===== config.mk =====
export PLATFORM = sky130hd
export DESIGN_NAME = epoch_seconds_to_year_day_time_core
export DESIGN_NICKNAME = d
export VERILOG_FILES = /design/src/es2y_pkg.sv /design/src/es2y_cmpsub.sv /design/src/es2y_year.sv /design/src/epoch_seconds_to_year_day_time_core.sv
export SDC_FILE = /design/constraint.sdc
export NUM_CORES = 1
export LEC_CHECK = 0
export ABC_AREA = 1
export BUFFER_PORTS_ARGS = -buffer_cell sky130_fd_sc_hd__buf_4
export CORE_AREA = 2 2 178 180
export DETAILED_ROUTE_END_ITERATION = 8
export DIE_AREA = 0 0 180 182
export PLACE_DENSITY = 0.95
export SLEW_MARGIN = 20
export SYNTH_ARGS = -nofsm -noshare
export SYNTH_HDL_FRONTEND = slang
export SYNTH_SLANG_ARGS = --single-unit

===== constraint.sdc =====
create_clock -name i_clk -period 12.4 [get_ports i_clk]
set_input_delay 0.62 -clock i_clk [delete_from_list [all_inputs] [get_ports i_clk]]
set_output_delay 0.62 -clock i_clk [all_outputs]
set_load 0.05 [all_outputs]

===== src/es2y_pkg.sv =====
// ----------------------------------------------------------------------------
// es2y_pkg
// Shared types and fixed constants for the epoch seconds to calendar converter.
// ----------------------------------------------------------------------------
package es2y_pkg;

    // Sequencer states
    typedef enum logic [3:0] {
        S_IDLE,
        S_DAY_LO,
        S_DAY_HI,
        S_TOD,
        S_HOUR_Q,
        S_HOUR_R,
        S_MIN_Q,
        S_MIN_R,
        S_YEAR
    } t_state;

    localparam int unsigned SECS_PER_DAY  = 86400;
    localparam int unsigned SECS_PER_HOUR = 3600;
    localparam int unsigned SECS_PER_MIN  = 60;

    // Bits of a remainder of each division
    localparam int unsigned TOD_W  = 17;   // seconds of the day
    localparam int unsigned HREM_W = 12;   // seconds of the hour

    // Second operand width of the shared multiplier
    localparam int unsigned MUL_B_W = 17;

    // 86400 = 675 << 7; 675 needs 10 bits of reciprocal headroom
    localparam int unsigned DAY_SHIFT   = 7;
    localparam int unsigned DAY_DIV     = 675;
    localparam int unsigned DAY_DIV_LOG = 10;

    // 3600 = 225 << 4: hour = ((tod >> 4) * 9321) >> 21, exact for tod < 86400
    localparam int unsigned HOUR_PRE_SH   = 4;
    localparam int unsigned HOUR_RECIP    = 9321;
    localparam int unsigned HOUR_RECIP_SH = 21;

    // 60 = 15 << 2: minute = ((rem >> 2) * 1093) >> 14, exact for rem < 3600
    localparam int unsigned MIN_PRE_SH   = 2;
    localparam int unsigned MIN_RECIP    = 1093;
    localparam int unsigned MIN_RECIP_SH = 14;

    localparam int unsigned YEAR_W = 12;
    localparam int unsigned DOY_W  = 9;

    localparam logic [YEAR_W-1:0] BASE_YEAR = 12'd1970;
    // 1970 mod 4, mod 100, and its century (19) mod 4
    localparam logic [1:0] BASE_MOD4    = 2'd2;
    localparam logic [6:0] BASE_MOD100  = 7'd70;
    localparam logic [1:0] BASE_CENT4   = 2'd3;
    localparam logic [6:0] LAST_MOD100  = 7'd99;

    localparam logic [DOY_W-1:0] DAYS_COMMON = 9'd365;
    localparam logic [DOY_W-1:0] DAYS_LEAP   = 9'd366;

endpackage


===== src/es2y_cmpsub.sv =====
// ----------------------------------------------------------------------------
// es2y_cmpsub
// Compare-and-subtract unit used by the year walk.
// ----------------------------------------------------------------------------
module es2y_cmpsub #(
    parameter int unsigned WIDTH = 18
) (
    input  logic [WIDTH-1:0] i_a,
    input  logic [WIDTH-1:0] i_b,
    output logic [WIDTH-1:0] o_diff,
    output logic             o_ge
);

    logic [WIDTH:0] w_diff;

    // Borrow out of the extended subtract flags a < b
    assign w_diff = {1'b0, i_a} - {1'b0, i_b};
    assign o_diff = w_diff[WIDTH-1:0];
    assign o_ge   = ~w_diff[WIDTH];

endmodule


===== src/es2y_year.sv =====
// ----------------------------------------------------------------------------
// es2y_year
// Year counter with running mod-4/100/400 tracking for the leap rule.
// ----------------------------------------------------------------------------
module es2y_year (
    input  logic                           i_clk,
    input  logic                           i_load,
    input  logic                           i_step,
    output logic [es2y_pkg::YEAR_W-1:0]    o_year,
    output logic [es2y_pkg::DOY_W-1:0]     o_year_len
);

    logic [es2y_pkg::YEAR_W-1:0] r_year, n_year;
    logic [1:0]                  r_mod4, n_mod4;
    logic [6:0]                  r_mod100, n_mod100;
    logic [1:0]                  r_cent4, n_cent4;
    logic                        w_leap;

    always_comb begin
        n_year   = r_year;
        n_mod4   = r_mod4;
        n_mod100 = r_mod100;
        n_cent4  = r_cent4;
        if (i_load) begin
            n_year   = es2y_pkg::BASE_YEAR;
            n_mod4   = es2y_pkg::BASE_MOD4;
            n_mod100 = es2y_pkg::BASE_MOD100;
            n_cent4  = es2y_pkg::BASE_CENT4;
        end else if (i_step) begin
            // year field wraps modulo 4096; leap tracking keeps the true year
            n_year = r_year + 1'b1;
            n_mod4 = r_mod4 + 1'b1;
            if (r_mod100 == es2y_pkg::LAST_MOD100) begin
                n_mod100 = '0;
                n_cent4  = r_cent4 + 1'b1;
            end else begin
                n_mod100 = r_mod100 + 1'b1;
            end
        end
    end

    always_ff @(posedge i_clk) begin
        r_year   <= n_year;
        r_mod4   <= n_mod4;
        r_mod100 <= n_mod100;
        r_cent4  <= n_cent4;
    end

    assign w_leap = ((r_mod4 == 2'd0) && (r_mod100 != 7'd0)) ||
                    ((r_mod100 == 7'd0) && (r_cent4 == 2'd0));

    assign o_year     = r_year;
    assign o_year_len = w_leap ? es2y_pkg::DAYS_LEAP : es2y_pkg::DAYS_COMMON;

endmodule


===== src/epoch_seconds_to_year_day_time_core.sv =====
// ----------------------------------------------------------------------------
// epoch_seconds_to_year_day_time_core
// Converts seconds since the 1970 epoch to UTC year, day of year and time.
// ----------------------------------------------------------------------------
// Sequence: the shared multiplier splits days, hours and minutes by reciprocal
//   products, then the compare-subtract unit walks one year per cycle.
// One conversion at a time: start is taken only when idle, again in the o_strobe cycle.
// Reset: synchronous active-low; clears the sequencer and the strobe.
// Results show for one cycle on o_strobe; the receiver cannot stall.
module epoch_seconds_to_year_day_time_core #(
    parameter int unsigned SECONDS_WIDTH = 32
) (
    input  logic                            i_clk,
    input  logic                            i_rst_n,
    input  logic                            start,
    output logic                            busy,
    input  logic [SECONDS_WIDTH-1:0]        i_epoch_seconds,
    output logic                            o_strobe,
    output logic [es2y_pkg::YEAR_W-1:0]     o_year,
    output logic [es2y_pkg::DOY_W-1:0]      o_day_of_year,
    output logic [4:0]                      o_hour,
    output logic [5:0]                      o_minute,
    output logic [5:0]                      o_second
);

    localparam int unsigned NQ_W    = SECONDS_WIDTH - es2y_pkg::DAY_SHIFT;
    localparam int unsigned DAYS_W  = SECONDS_WIDTH - 16;
    localparam int unsigned MB_W    = es2y_pkg::MUL_B_W;
    localparam int unsigned PROD_W  = NQ_W + MB_W;
    localparam int unsigned DAY_K   = NQ_W + es2y_pkg::DAY_DIV_LOG;
    localparam int unsigned DAY_SEL = DAY_K - MB_W;
    localparam longint unsigned DAY_RECIP =
        ((64'd1 << DAY_K) + 64'(es2y_pkg::DAY_DIV) - 64'd1) / 64'(es2y_pkg::DAY_DIV);
    localparam logic [MB_W-1:0] DAY_RECIP_LO = MB_W'(DAY_RECIP);
    localparam logic [MB_W-1:0] DAY_RECIP_HI = MB_W'(DAY_RECIP >> MB_W);

    es2y_pkg::t_state r_state, n_state;

    logic [SECONDS_WIDTH-1:0]          r_num, n_num;
    logic [NQ_W-1:0]                   r_acc, n_acc;
    logic [es2y_pkg::TOD_W-1:0]        r_tod, n_tod;
    logic [DAYS_W-1:0]                 r_days, n_days;
    logic [4:0]                        r_hour, n_hour;
    logic [5:0]                        r_min, n_min;
    logic [5:0]                        r_sec, n_sec;
    logic [es2y_pkg::DOY_W-1:0]        r_doy, n_doy;
    logic                              r_strobe, n_strobe;

    logic [NQ_W-1:0]                   w_mul_a;
    logic [MB_W-1:0]                   w_mul_b;
    logic [PROD_W-1:0]                 w_prod;
    logic [PROD_W:0]                   w_day_sum;
    logic [es2y_pkg::TOD_W-1:0]        w_tod;
    logic [es2y_pkg::HREM_W-1:0]       w_hrem;
    logic [5:0]                        w_sec;
    logic [DAYS_W-1:0]                 w_diff;
    logic                              w_ge;
    logic                              w_year_load, w_year_step;
    logic [es2y_pkg::YEAR_W-1:0]       w_year;
    logic [es2y_pkg::DOY_W-1:0]        w_year_len;

    es2y_cmpsub #(
        .WIDTH (DAYS_W)
    ) u_cmpsub (
        .i_a    (r_days),
        .i_b    (DAYS_W'(w_year_len)),
        .o_diff (w_diff),
        .o_ge   (w_ge)
    );

    es2y_year u_year (
        .i_clk      (i_clk),
        .i_load     (w_year_load),
        .i_step     (w_year_step),
        .o_year     (w_year),
        .o_year_len (w_year_len)
    );

    // Shared multiplier: reciprocal quotients and quotient-times-divisor products
    always_comb begin
        w_mul_a = '0;
        w_mul_b = '0;
        case (r_state)
            es2y_pkg::S_DAY_LO: begin
                w_mul_a = r_num[SECONDS_WIDTH-1:es2y_pkg::DAY_SHIFT];
                w_mul_b = DAY_RECIP_LO;
            end
            es2y_pkg::S_DAY_HI: begin
                w_mul_a = r_num[SECONDS_WIDTH-1:es2y_pkg::DAY_SHIFT];
                w_mul_b = DAY_RECIP_HI;
            end
            es2y_pkg::S_TOD: begin
                w_mul_a = NQ_W'(r_days);
                w_mul_b = MB_W'(es2y_pkg::SECS_PER_DAY);
            end
            es2y_pkg::S_HOUR_Q: begin
                w_mul_a = NQ_W'(r_tod[es2y_pkg::TOD_W-1:es2y_pkg::HOUR_PRE_SH]);
                w_mul_b = MB_W'(es2y_pkg::HOUR_RECIP);
            end
            es2y_pkg::S_HOUR_R: begin
                w_mul_a = NQ_W'(r_hour);
                w_mul_b = MB_W'(es2y_pkg::SECS_PER_HOUR);
            end
            es2y_pkg::S_MIN_Q: begin
                w_mul_a = NQ_W'(r_tod[es2y_pkg::HREM_W-1:es2y_pkg::MIN_PRE_SH]);
                w_mul_b = MB_W'(es2y_pkg::MIN_RECIP);
            end
            es2y_pkg::S_MIN_R: begin
                w_mul_a = NQ_W'(r_min);
                w_mul_b = MB_W'(es2y_pkg::SECS_PER_MIN);
            end
            default: begin
                w_mul_a = '0;
                w_mul_b = '0;
            end
        endcase
    end

    assign w_prod    = w_mul_a * w_mul_b;
    // high partial product plus the carried-down low partial product
    assign w_day_sum = {1'b0, w_prod} + (PROD_W + 1)'(r_acc);
    // remainders are below their modulus, so low-bit subtracts are exact
    assign w_tod     = r_num[es2y_pkg::TOD_W-1:0] - w_prod[es2y_pkg::TOD_W-1:0];
    assign w_hrem    = r_tod[es2y_pkg::HREM_W-1:0] - w_prod[es2y_pkg::HREM_W-1:0];
    assign w_sec     = r_tod[5:0] - w_prod[5:0];

    always_comb begin
        n_state     = r_state;
        n_num       = r_num;
        n_acc       = r_acc;
        n_tod       = r_tod;
        n_days      = r_days;
        n_hour      = r_hour;
        n_min       = r_min;
        n_sec       = r_sec;
        n_doy       = r_doy;
        n_strobe    = 1'b0;
        w_year_load = 1'b0;
        w_year_step = 1'b0;
        case (r_state)
            es2y_pkg::S_IDLE: begin
                if (start) begin
                    n_num       = i_epoch_seconds;
                    w_year_load = 1'b1;
                    n_state     = es2y_pkg::S_DAY_LO;
                end
            end
            es2y_pkg::S_DAY_LO: begin
                n_acc   = w_prod[PROD_W-1:MB_W];
                n_state = es2y_pkg::S_DAY_HI;
            end
            es2y_pkg::S_DAY_HI: begin
                n_days  = w_day_sum[DAY_SEL +: DAYS_W];
                n_state = es2y_pkg::S_TOD;
            end
            es2y_pkg::S_TOD: begin
                n_tod   = w_tod;
                n_state = es2y_pkg::S_HOUR_Q;
            end
            es2y_pkg::S_HOUR_Q: begin
                n_hour  = w_prod[es2y_pkg::HOUR_RECIP_SH +: 5];
                n_state = es2y_pkg::S_HOUR_R;
            end
            es2y_pkg::S_HOUR_R: begin
                n_tod   = es2y_pkg::TOD_W'(w_hrem);
                n_state = es2y_pkg::S_MIN_Q;
            end
            es2y_pkg::S_MIN_Q: begin
                n_min   = w_prod[es2y_pkg::MIN_RECIP_SH +: 6];
                n_state = es2y_pkg::S_MIN_R;
            end
            es2y_pkg::S_MIN_R: begin
                n_sec   = w_sec;
                n_state = es2y_pkg::S_YEAR;
            end
            es2y_pkg::S_YEAR: begin
                if (w_ge) begin
                    n_days      = w_diff;
                    w_year_step = 1'b1;
                end else begin
                    n_doy    = r_days[es2y_pkg::DOY_W-1:0] + 1'b1;
                    n_strobe = 1'b1;
                    n_state  = es2y_pkg::S_IDLE;
                end
            end
            default: begin
                n_state = es2y_pkg::S_IDLE;
            end
        endcase
    end

    always_ff @(posedge i_clk) begin
        if (!i_rst_n) begin
            r_state  <= es2y_pkg::S_IDLE;
            r_strobe <= 1'b0;
        end else begin
            r_state  <= n_state;
            r_strobe <= n_strobe;
        end
    end

    always_ff @(posedge i_clk) begin
        r_num  <= n_num;
        r_acc  <= n_acc;
        r_tod  <= n_tod;
        r_days <= n_days;
        r_hour <= n_hour;
        r_min  <= n_min;
        r_sec  <= n_sec;
        r_doy  <= n_doy;
    end

    assign busy          = (r_state != es2y_pkg::S_IDLE);
    assign o_strobe      = r_strobe;
    assign o_year        = w_year;
    assign o_day_of_year = r_doy;
    assign o_hour        = r_hour;
    assign o_minute      = r_min;
    assign o_second      = r_sec;

endmodule

==> results.ini <==
[final_layout]
nFillCells = 2252
drive_above_1_share = 0.05375
finalNonFillerCells = 3174
antenna-diode-count = 0
flow.area_growth_from_synthesis_pct = 8.787
layout.cell_area.non_filler_um2 = 23160
final_net_count = 3309

[floorplan]
io_pins = 75
die-width_um = 180
floorplan.core_area_um2 = 30990
floorplan.die.height_um = 182
dieArea_um2 = 32760
row_count = 65
initial_core_util = 0.6870

[routing]
postRouteAntennaNets = 0
detail_route.iter0.violations = 2504
detail_route.first_pass.iterations = 7
wire_per_inst_um = 21.56
vias_per_cell = 5.874
total_routed_length_um = 68440
vias = 18640
drcViolationCount = 0

[global_route]
grt_start_max_net_pins = 45
grt_util_all_layers = 0.4327
via_count_of_the_first_global_routing_pass = 19360
grt_pass1_wl_um = 106200
grt_antenna_before_repair = 0
globalRouteOverflowTotal = 0

[worst_setup_path]
slowest_stage = nor2_2
setup.worst_path.start = r_state[2]
cp.arrival_ns = 10.18
worst-path-max-fanout = 16
timing.critical_path.buf_inv = 8
crit_type = flop to flop
critical_path_required_ns = 12.56
cp_top_family = adder cells
worst-r2r-cell-count = 38
worstSetupEndpointType = flop
r2r-end = r_days[11]
critPathMaxStageDelay_ns = 0.79
cp-start-kind = flop
r2r_slack_ns = 2.38
r2r_start = r_state[2]

[sta]
worst_slew_margin_rel = 0.2322
tightest_slew_ns = 1.147
postLayoutSetupSlackWorst_ns = 2.385
finalMaxSlewViolations = 0
totalNegativeSetupSlack_ns = 0
grt_setup_unrepaired = no
fin_crit_sh = 0.8077
timing.clock.skew_ns = 0.02271
setup_violations = 0
hold_violation_total_from_the_final_report = 0
max_clock_freq_mhz = 99.85
post-route-min-period_ns = 10.02

[synth]
synth_area_um2 = 21290
synth_cell_types = 47
number_of_enable_flip_flop_cells_after_synthesis = 116
synth-async-reset-ratio = 0
yosys_warnings = 0
syn-mean-instance-area_um2 = 8.181
postSynth.topFlopCell = edfxtp_1
synth.ff_latch_count = 144
post_synth_inst_count = 2602
yosysSeqAreaShare = 0.1900

[clock_network]
ctsHtreeMaxLevel = 4
hold_buffers = 0
postCtsSetupRepairBufs = 0
clk_path_buf_depth = 2
clock_insertion_delay_worst_skew_ns = 0.47
numCtsBuffers = 17
tritoncts = built
cts-root-buf = clkbuf_16
postCtsResizedCells = 0
cts_num_sinks = 144
clkTransAtPathRegs_ns = 0.09

[placed_design]
buffer_ports.inserted = 74
dpl_wire_length_um = 56630
placed_cell_area_um2 = 22600
pre_cts_ws_ns = 2.622
place.detailed.instances = 3142
gpl.final_weighted_congestion = 1.102

[hold_path]
hold_path_startpoint = i_epoch_seconds[20]
min_to = r_num[20]
hold_class = input pin to flop
worstHoldPathCells = 1

[job]
maxCapViolations = 0

[outcome]
run_status = finished clean

==> per-layer routing <==
metal  GRT usage  vias to the layer above  wire, um  share of wire
met5           0                        -         0              0
met4      0.2940                        0      5457          0.080
met3     0.09968                      359      7150           0.10
met2      0.6834                     1284     31150           0.46
met1      0.5339                     8819     24680           0.36
li1            -                     8181         -              -
==> flip-flops by register name (all words and copies together) (netlist names), 6 cells and up <==
signal / count
o_minute: 6
o_day_of_year: 9
u_year.o_year: 12
o_second: 6
r_tod: 17
r_days: 16
r_acc: 25
r_num: 32
u_year.r_mod100: 7
==> kinds of logic (layout without fill, tap and decap cells) <==
| logic type | after synthesis | in the layout | share of synthesized area |
|---|---|---|---|
| buffers and inverters | 707 | 793 | 0.1255 |
| adders and majority gates | 515 | 515 | 0.4156 |
| xor gates and xnor gates | 60 | 60 | 0.02469 |
| AOI/OAI and AO/OA | 260 | 260 | 0.06718 |
| other | 2 | 86 | 0.0003528 |
| and+or+nand+nor | 914 | 914 | 0.1767 |
| DFF | 144 | 144 | 0.1900 |
==> cells in the mapped netlist, drive strengths merged (7+ instances only) <==
library cell  number  area [um2]
clkbuf            19       71.32
xor2              42       367.9
a31oi             16       100.1
nor4              11       68.82
nand3             87       445.4
nand2            504        1909
fa               320        6406
or2                7       43.79
buf                8       47.54
nor2             258        1003
nand4             13       81.33
nor3              21       121.4
inv              680        2552
ha               195        2440
xnor2             18       157.7
edfxtp           116        3483
o21ai             91       459.2
a21oi            122       618.1
dfxtp             28       560.5
==> stage by stage <==
step           hold WS, ns  utilization
5_1_grt             0.3167       0.7473
2_1_floorplan       0.4465            -
3_3_place_gp        0.4645       0.7294
6_report            0.3231       0.7473
3_5_place_dp        0.4735       0.7294
4_1_cts             0.3208       0.7473
==> how the worst max path moves through the flow <==
stage,to,slack (ns),cells past startpoint
after floorplan,r_days[13],4.65,33
after global placement,r_days[11],2.77,38
after detailed placement,r_days[11],2.62,38
after CTS,r_days[11],2.58,38
after global routing,r_days[11],1.81,38
final,r_days[11],2.38,38
==> layout make-up <==
cell class / count / area, um2 / area share
Clock buffer: 18 / 439.2 / 0.01896
Clock inverter: 14 / 116.4 / 0.005025
Sequential cell: 144 / 4044 / 0.1746
Multi-Input combinational cell: 1835 / 14890 / 0.6432
Tap cell: 402 / 503.0 / 0.02172
Timing Repair Buffer: 81 / 608.1 / 0.02626
Inverter: 680 / 2552 / 0.1102
==> placed cells by master (no fill, tap or decap), types with 19 or more instances in the layout <==
| cell type | count |
|---|---|
| ha_1 | 195 |
| edfxtp_1 | 116 |
| xor2_1 | 42 |
| buf_4 | 81 |
| nand3_1 | 85 |
| dfxtp_1 | 28 |
| conb_1 | 86 |
| nand2_1 | 499 |
| nor2_1 | 249 |
| nor3_1 | 19 |
| o21ai_0 | 86 |
| inv_1 | 673 |
| a21oi_1 | 120 |
| fa_1 | 320 |
Power is left out: the tool's default activity adds up to more than one toggle a clock period on the data nets, which glitch-free logic cannot reach.
